### src/hdl/lbbc_pkg.sv
package lbbc_pkg;

  localparam int unsigned BreathFullDef = 1000;
  localparam int unsigned PwmPeriodDef  = 20;
  localparam int unsigned FlashTicks    = 500;
  localparam int unsigned BreathStep    = 7;

  localparam int unsigned TICK_W     = 32;
  localparam int unsigned MODE_W     = 2;
  localparam int unsigned SEEN_W     = 3;
  localparam int unsigned CFG_IDX_W  = 1;
  localparam int unsigned CFG_DATA_W = 2;

  // configuration register indexes
  localparam logic [CFG_IDX_W-1:0] REG_ENABLE = 1'b0;
  localparam logic [CFG_IDX_W-1:0] REG_MODE   = 1'b1;

  // LED modes
  localparam logic [MODE_W-1:0] MODE_STEADY = 2'd0;
  localparam logic [MODE_W-1:0] MODE_FLASH  = 2'd1;
  localparam logic [MODE_W-1:0] MODE_BREATH = 2'd2;
  localparam logic [MODE_W-1:0] MODE_HOLD   = 2'd3;

  // seen-mode value meaning that no mode has been seen since reset
  localparam logic [SEEN_W-1:0] SEEN_NONE = 3'd4;

  // 256^k mod p by repeated doubling, for elaboration-time weights
  function automatic int unsigned pow256_mod(int unsigned k, int unsigned p);
    int unsigned acc;
    acc = 1;
    for (int unsigned i = 0; i < k; i++) begin
      for (int unsigned j = 0; j < 8; j++) begin
        acc = acc * 2;
        if (acc >= p) begin
          acc = acc - p;
        end
      end
    end
    return acc;
  endfunction

endpackage

### src/hdl/led_blink_breath_controller_core.sv
// Channel      | Direction | Payload
// -------------+-----------+---------------------------------------------
// s_axis       | in        | tdata[31:0] tick_now
// m_axis       | out       | tdata[0] led_lit, tdata[7:1] zero
// cfg          | in        | idx 0 led_enable, idx 1 mode select
//
// One tick sample per clock cycle sustained while m_axis is not stalled. After
// the input register, three stages reduce tick mod PWM_PERIOD
// (byte-weighted sum, reciprocal multiply, subtract), the fourth updates the
// LED state and loads the output register.
// Reset clears configuration and LED state at once; no clearing pass.
// Each stage only waits when the stage after it is full and stalled.
module led_blink_breath_controller_core
  import lbbc_pkg::*;
#(
  parameter int unsigned BREATH_FULL = BreathFullDef,
  parameter int unsigned PWM_PERIOD  = PwmPeriodDef
) (
  input  logic                  clk_i,
  input  logic                  rst_ni,
  input  logic                  s_axis_tvalid_i,
  output logic                  s_axis_tready_o,
  input  logic [31:0]           s_axis_tdata_i,   // [31:0] tick_now
  output logic                  m_axis_tvalid_o,
  input  logic                  m_axis_tready_i,
  output logic [7:0]            m_axis_tdata_o,   // [0] led_lit, [7:1] zero
  input  logic                  cfg_we_i,
  input  logic [CFG_IDX_W-1:0]  cfg_idx_i,
  input  logic [CFG_DATA_W-1:0] cfg_wdata_i
);

  localparam int unsigned LVL_W  = $clog2(BREATH_FULL + 1);
  localparam int unsigned R_W    = $clog2(PWM_PERIOD);
  localparam int unsigned SUM_W  = $clog2(4 * 255 * (PWM_PERIOD - 1) + 1);
  localparam int unsigned K_SH   = SUM_W + R_W;
  localparam longint unsigned RECIP = ((64'd1 << K_SH) + PWM_PERIOD - 1) / PWM_PERIOD;
  localparam int unsigned M_W    = K_SH + 1;
  localparam int unsigned PROD_W = SUM_W + M_W;
  localparam int unsigned CMP_W  = $clog2(PWM_PERIOD * BREATH_FULL + 1);
  localparam int unsigned WGT0   = pow256_mod(0, PWM_PERIOD);
  localparam int unsigned WGT1   = pow256_mod(1, PWM_PERIOD);
  localparam int unsigned WGT2   = pow256_mod(2, PWM_PERIOD);
  localparam int unsigned WGT3   = pow256_mod(3, PWM_PERIOD);

  // configuration
  logic              led_enable_q;
  logic [MODE_W-1:0] mode_sel_q;

  // pipeline control
  logic v0_q, v1_q, v2_q, v3_q, out_valid_q;
  logic rdy0, rdy1, rdy2, rdy3, rdy_out;
  logic commit;

  // pipeline payload
  logic [TICK_W-1:0] tick0_q, tick1_q, tick2_q, tick3_q;
  logic [SUM_W-1:0]  sum1_q, sum2_q;
  logic [SUM_W-1:0]  quo2_q;
  logic [R_W-1:0]    rem3_q;
  logic              led_lit_q;

  // LED state
  logic [SEEN_W-1:0] seen_mode_q;
  logic [TICK_W-1:0] ref_tick_q, ref_tick_d;
  logic              flash_phase_q, flash_phase_d;
  logic [LVL_W-1:0]  breath_level_q, breath_level_d;
  logic              breath_rising_q, breath_rising_d;
  logic              lit_level_q, lit_level_d;

  // stage datapath
  logic [SUM_W-1:0]  sum_d;
  logic [PROD_W-1:0] prod;
  logic [SUM_W-1:0]  rem_full;

  // state update
  logic              mode_chg;
  logic [TICK_W-1:0] ref_base;
  logic              phase_base;
  logic [LVL_W-1:0]  lvl_base;
  logic [TICK_W-1:0] tick_diff;
  logic [LVL_W:0]    lvl_up;
  logic [LVL_W-1:0]  lvl_step;
  logic              rising_step;
  logic              tick_moved;
  logic [LVL_W-1:0]  lvl_adv;
  logic [CMP_W-1:0]  pwm_lhs, pwm_rhs;

  assign rdy_out = !out_valid_q || m_axis_tready_i;
  assign rdy3    = !v3_q || rdy_out;
  assign rdy2    = !v2_q || rdy3;
  assign rdy1    = !v1_q || rdy2;
  assign rdy0    = !v0_q || rdy1;
  assign commit  = v3_q && rdy_out;

  assign s_axis_tready_o = rdy0;
  assign m_axis_tvalid_o = out_valid_q;
  assign m_axis_tdata_o  = {7'd0, led_lit_q};

  // tick mod PWM_PERIOD, stage 1: fold the bytes with weights 256^k mod P
  always_comb begin
    sum_d = SUM_W'(tick0_q[7:0])   * SUM_W'(WGT0)
          + SUM_W'(tick0_q[15:8])  * SUM_W'(WGT1)
          + SUM_W'(tick0_q[23:16]) * SUM_W'(WGT2)
          + SUM_W'(tick0_q[31:24]) * SUM_W'(WGT3);
  end

  // stage 2: quotient by reciprocal, exact for every folded sum
  assign prod = PROD_W'(sum1_q) * PROD_W'(RECIP);

  // stage 3: remainder
  assign rem_full = sum2_q - SUM_W'(quo2_q * SUM_W'(PWM_PERIOD));

  // stage 4: LED state update
  always_comb begin
    mode_chg   = {1'b0, mode_sel_q} != seen_mode_q;
    ref_base   = mode_chg ? tick3_q : ref_tick_q;
    phase_base = mode_chg ? 1'b0 : flash_phase_q;
    lvl_base   = mode_chg ? '0 : breath_level_q;
    tick_diff  = tick3_q - ref_base;

    // one breathing step along the triangle
    lvl_up      = {1'b0, lvl_base} + (LVL_W + 1)'(BreathStep);
    rising_step = breath_rising_q;
    if (breath_rising_q) begin
      if (lvl_up >= (LVL_W + 1)'(BREATH_FULL)) begin
        lvl_step    = LVL_W'(BREATH_FULL);
        rising_step = 1'b0;
      end else begin
        lvl_step = lvl_up[LVL_W-1:0];
      end
    end else begin
      if (lvl_base <= LVL_W'(BreathStep)) begin
        lvl_step    = '0;
        rising_step = 1'b1;
      end else begin
        lvl_step = lvl_base - LVL_W'(BreathStep);
      end
    end

    tick_moved = tick3_q != ref_base;
    lvl_adv    = tick_moved ? lvl_step : lvl_base;
    // rem < floor(lvl*P/FULL)  <=>  (rem+1)*FULL <= lvl*P
    pwm_lhs    = (CMP_W'(rem3_q) + CMP_W'(1)) * CMP_W'(BREATH_FULL);
    pwm_rhs    = CMP_W'(lvl_adv) * CMP_W'(PWM_PERIOD);

    ref_tick_d      = ref_base;
    flash_phase_d   = phase_base;
    breath_level_d  = lvl_base;
    breath_rising_d = breath_rising_q;
    lit_level_d     = lit_level_q;

    if (!led_enable_q) begin
      lit_level_d = 1'b0;
    end else begin
      case (mode_sel_q)
        MODE_STEADY: begin
          lit_level_d = 1'b1;
        end
        MODE_FLASH: begin
          if (tick_diff >= TICK_W'(FlashTicks)) begin
            ref_tick_d    = tick3_q;
            flash_phase_d = !phase_base;
            lit_level_d   = !phase_base;
          end
        end
        MODE_BREATH: begin
          if (tick_moved) begin
            ref_tick_d      = tick3_q;
            breath_level_d  = lvl_step;
            breath_rising_d = rising_step;
          end
          lit_level_d = pwm_lhs <= pwm_rhs;
        end
        default: begin
          // hold level
        end
      endcase
    end
  end

  // control and state registers
  always_ff @(posedge clk_i or negedge rst_ni) begin
    if (!rst_ni) begin
      led_enable_q    <= 1'b0;
      mode_sel_q      <= MODE_STEADY;
      v0_q            <= 1'b0;
      v1_q            <= 1'b0;
      v2_q            <= 1'b0;
      v3_q            <= 1'b0;
      out_valid_q     <= 1'b0;
      seen_mode_q     <= SEEN_NONE;
      ref_tick_q      <= '0;
      flash_phase_q   <= 1'b0;
      breath_level_q  <= '0;
      breath_rising_q <= 1'b1;
      lit_level_q     <= 1'b0;
    end else begin
      if (cfg_we_i) begin
        case (cfg_idx_i)
          REG_ENABLE: led_enable_q <= cfg_wdata_i[0];
          REG_MODE:   mode_sel_q   <= cfg_wdata_i[MODE_W-1:0];
          default: ;
        endcase
      end
      if (rdy0) begin
        v0_q <= s_axis_tvalid_i;
      end
      if (rdy1) begin
        v1_q <= v0_q;
      end
      if (rdy2) begin
        v2_q <= v1_q;
      end
      if (rdy3) begin
        v3_q <= v2_q;
      end
      if (rdy_out) begin
        out_valid_q <= v3_q;
      end
      if (commit) begin
        seen_mode_q     <= {1'b0, mode_sel_q};
        ref_tick_q      <= ref_tick_d;
        flash_phase_q   <= flash_phase_d;
        breath_level_q  <= breath_level_d;
        breath_rising_q <= breath_rising_d;
        lit_level_q     <= lit_level_d;
      end
    end
  end

  // payload registers
  always_ff @(posedge clk_i) begin
    if (rdy0 && s_axis_tvalid_i) begin
      tick0_q <= s_axis_tdata_i;
    end
    if (rdy1 && v0_q) begin
      tick1_q <= tick0_q;
      sum1_q  <= sum_d;
    end
    if (rdy2 && v1_q) begin
      tick2_q <= tick1_q;
      sum2_q  <= sum1_q;
      quo2_q  <= prod[K_SH +: SUM_W];
    end
    if (rdy3 && v2_q) begin
      tick3_q <= tick2_q;
      rem3_q  <= rem_full[R_W-1:0];
    end
    if (commit) begin
      led_lit_q <= lit_level_d;
    end
  end

endmodule

### config.mk
export PLATFORM = sky130hd
export DESIGN_NAME = led_blink_breath_controller_core
export DESIGN_NICKNAME = d
export VERILOG_FILES = /design/src/hdl/lbbc_pkg.sv /design/src/hdl/led_blink_breath_controller_core.sv
export SDC_FILE = /design/constraint.sdc
export NUM_CORES = 1
export LEC_CHECK = 0
export CAP_MARGIN = 5
export CORE_ASPECT_RATIO = 0.6
export CORE_UTILIZATION = 31
export CTS_BUF_LIST = sky130_fd_sc_hd__clkbuf_2
export DETAILED_ROUTE_END_ITERATION = 10
export DONT_BUFFER_PORTS = 1
export GPL_ROUTABILITY_DRIVEN = 0
export PLACE_DENSITY = 0.53
export SYNTH_ARGS = -nofsm -noshare
export SYNTH_HDL_FRONTEND = slang
export SYNTH_SLANG_ARGS = --single-unit
export TNS_END_PERCENT = 1
### constraint.sdc
create_clock -name clk_i -period 8.8 [get_ports clk_i]
set_input_delay 0 -clock clk_i [delete_from_list [all_inputs] [get_ports clk_i]]
set_output_delay 0 -clock clk_i [all_outputs]
set_load 0.02 [all_outputs]
==> metrics.txt <==
fin cells 2439; port bufs 0; Netlist cell types 82; Max-Cap Viols 0; type of the worst setup path reg2reg; CTS root buf clkbuf_2; CP Capture Type register; met1 Resource Use GR 27.69%; DIE WIDTH 295.4 um; cell taking the most area after synthesis edfxtp_1; Via density 5.180; Num CTS Buffers 48; Multi-input gate area 0.009198 sq mm; RSZ-0062 raised after global routing no; status finished clean; Synth Flop Type edfxtp_1; FP Rows 64; top cells by area, synth edfxtp_1, ha_1, fa_1, dfrtp_1, nand2_1; Max Slew Vio Count 0; Worst Max-Slew Pin Slew 1.099 ns; filler cell count 5132; die height 178.1 um; Slew headroom 26.51%; vias in the first global route 12.18k; 1st-iter DRT viols 1136; slowest CP cell or4_2; met3 Use GR 5.644%; first-pass iteration count of the detailed router 6; DR WL/cell 18.55 um; RR Endpoint led_lit_q; FF+latch area 0.005788 sq mm; Final ANT Viol Nets 0; DRC 0; CTS tree yes; Worst-Skew Late Latency 0.89 ns; total track usage 17.54%; Initial Util 31.40%; Worst Path Arrival 8.85 ns; die area 0.05261 sq mm; Fin Setup TNS 0 ns; asr flop ratio synth 27.72%; Reg clk slew, reported paths 0.12 ns; worst reg2reg path depth 34; Synth Instances 1631; Post-synth EDFFs 146; fin crit share 93.31%; worst min path class in2reg; Hold EP tick0_q[17]; Post-Syn Area 0.01602 sq mm; worst reg2reg startpoint mode_sel_q[1]; clk buf depth 3; register bit total from synthesis 202; busiest grt layer met1; sequential share of the synthesized area 36.14%; GR Overflow Total 0; dpl cells 2271; commonest non-fill, non-tap cell in the layout nand2_1; CP most frequent cell a21oi_1; Final nets 2005; hold depth 2; initial antenna violation count 1; # clock sinks 202; Layout Skew 0.07674 ns; Worst Setup SP mode_sel_q[1]; HPWL Detailed 33620 um; warnings from Yosys 0; fmax 121.8 MHz; critical path launch point type register; layout cells sized above 1 10.03%; drt total wl 45250 um; Core Area 0.05101 sq mm; final hold viol count 0; routed via count 12.63k; largest net degree at the start of global routing 70; fin crit period 8.211 ns; register-to-register setup slack 0.59 ns; Area Overhead vs Synth 12.86%; Synth Area per Inst 9.819 sq um; met2 usage 22.47%; peak fanout along the critical path 27; hold path start s_axis_tdata_i[17]; Yosys top cell area share 27.38%; commonest cells after routing, fill and taps aside nand2_1, inv_1, ha_1; # IOs 50; biggest cell delay along the critical path 0.84 ns; setup violators final 0; first-pass GRT wire length 71160 um; H-tree level count 2; Worst Path Required 9.44 ns
==> repair_timing <==
action | 4_1_cts | 5_1_grt
hold buffers | 80 | 0
setup buffers | 0 | 2
resized for setup | 0 | 4
endpoints found under the setup margin | 0 | 2
endpoints found under the hold margin | 155 | 0
==> cell usage after synthesis, types with 7 or more instances <==
library cell,number
buf_4,12
or3_1,7
a21o_1,29
nor4_1,13
nand2b_1,15
ha_1,179
nor2_1,42
and3_1,7
fa_1,75
o221a_2,30
nand4_1,16
a22o_1,7
nand2_1,207
o21ai_1,33
o31ai_1,36
mux2i_1,7
nand3_1,25
xor2_1,17
xnor2_1,34
o21bai_1,9
clkbuf_1,51
and2_1,9
o21a_1,12
nor3_1,21
buf_2,19
a31oi_1,11
inv_1,185
a21oi_1,125
dfrtp_1,54
nor2b_1,10
edfxtp_1,146
o21ai_0,73
==> critical path: cells and delay by family, from the launching register on <==
family | cells | cell delay (ns)
buf+inv | 2 | 0.44
simple gates | 14 | 2.86
flops | 1 | 0.47
xor+xnor | 2 | 0.42
fa+ha+maj | 5 | 1.73
compound gates | 11 | 2.02
==> how the worst max path moves through the flow <==
stage / slack, ns / to / depth (start not counted)
global route: 0.03 / led_lit_q / 34
floorplan: 1.21 / led_lit_q / 37
CTS: 0.28 / led_lit_q / 34
finish: 0.59 / led_lit_q / 34
detailed placement: 0.34 / led_lit_q / 34
global placement: 0.63 / led_lit_q / 34
==> state kept, by name, indices dropped and copies added, names as in the netlist, 2 cells and up <==
name and count:
sum1_q 10, tick0_q 32, breath_level_q 10, ref_tick_q 32
quo2_q 3, mode_sel_q 2, rem3_q 3, seen_mode_q 3
tick2_q 32, tick3_q 32, tick1_q 32
==> kinds of logic (layout without fill, tap and decap cells) <==
| logic type | after synthesis | in the layout | synth area share, % |
|---|---|---|---|
| AOI/OAI and AO/OA | 445 | 445 | 18.73 |
| xor gates and xnor gates | 51 | 51 | 2.789 |
| adders and majority gates | 254 | 254 | 23.36 |
| buffers and inverters | 272 | 380 | 6.812 |
| DFF | 202 | 202 | 36.14 |
| muxes | 11 | 11 | 0.7187 |
| other | 1 | 8 | 0.02342 |
| and+or+nand+nor | 395 | 395 | 11.43 |
==> per-stage QoR <==
| step | cell area [sq um] | hold slack [ns] | utilization [%] | setup slack [ns] |
|---|---|---|---|---|
| after global routing | 18070 | 0.1484 | 35.43 | 0.03180 |
| after global placement | 16730 | -0.2938 | 32.79 | 0.6318 |
| after floorplan | 16040 | -0.2956 | - | 1.207 |
| after detailed placement | 16730 | -0.2936 | 32.79 | 0.3382 |
| after CTS | 18010 | 0.1362 | 35.31 | 0.2782 |
| final | 18070 | 0.2574 | 35.43 | 0.5891 |
==> area by class of cell <==
class / instances / share of cell area [%]
multi-input combinational: 1163 / 50.89
sequential: 202 / 32.02
timing repair buffer: 110 / 5.926
tap: 693 / 4.797
inverter: 186 / 3.863
clock buffer: 68 / 1.883
clock inverter: 16 / 0.6092
antenna: 1 / 0.01384
==> routing by layer <==
layer | routed length [um] | vias up
met5 | 0 | -
met4 | 591 | 0
met3 | 4642 | 50
met2 | 16900 | 491
met1 | 23110 | 6092
li1 | - | 6001
Power is not shown: default switching activity piles up to over one toggle a cycle in this logic, so the estimate is an artifact.
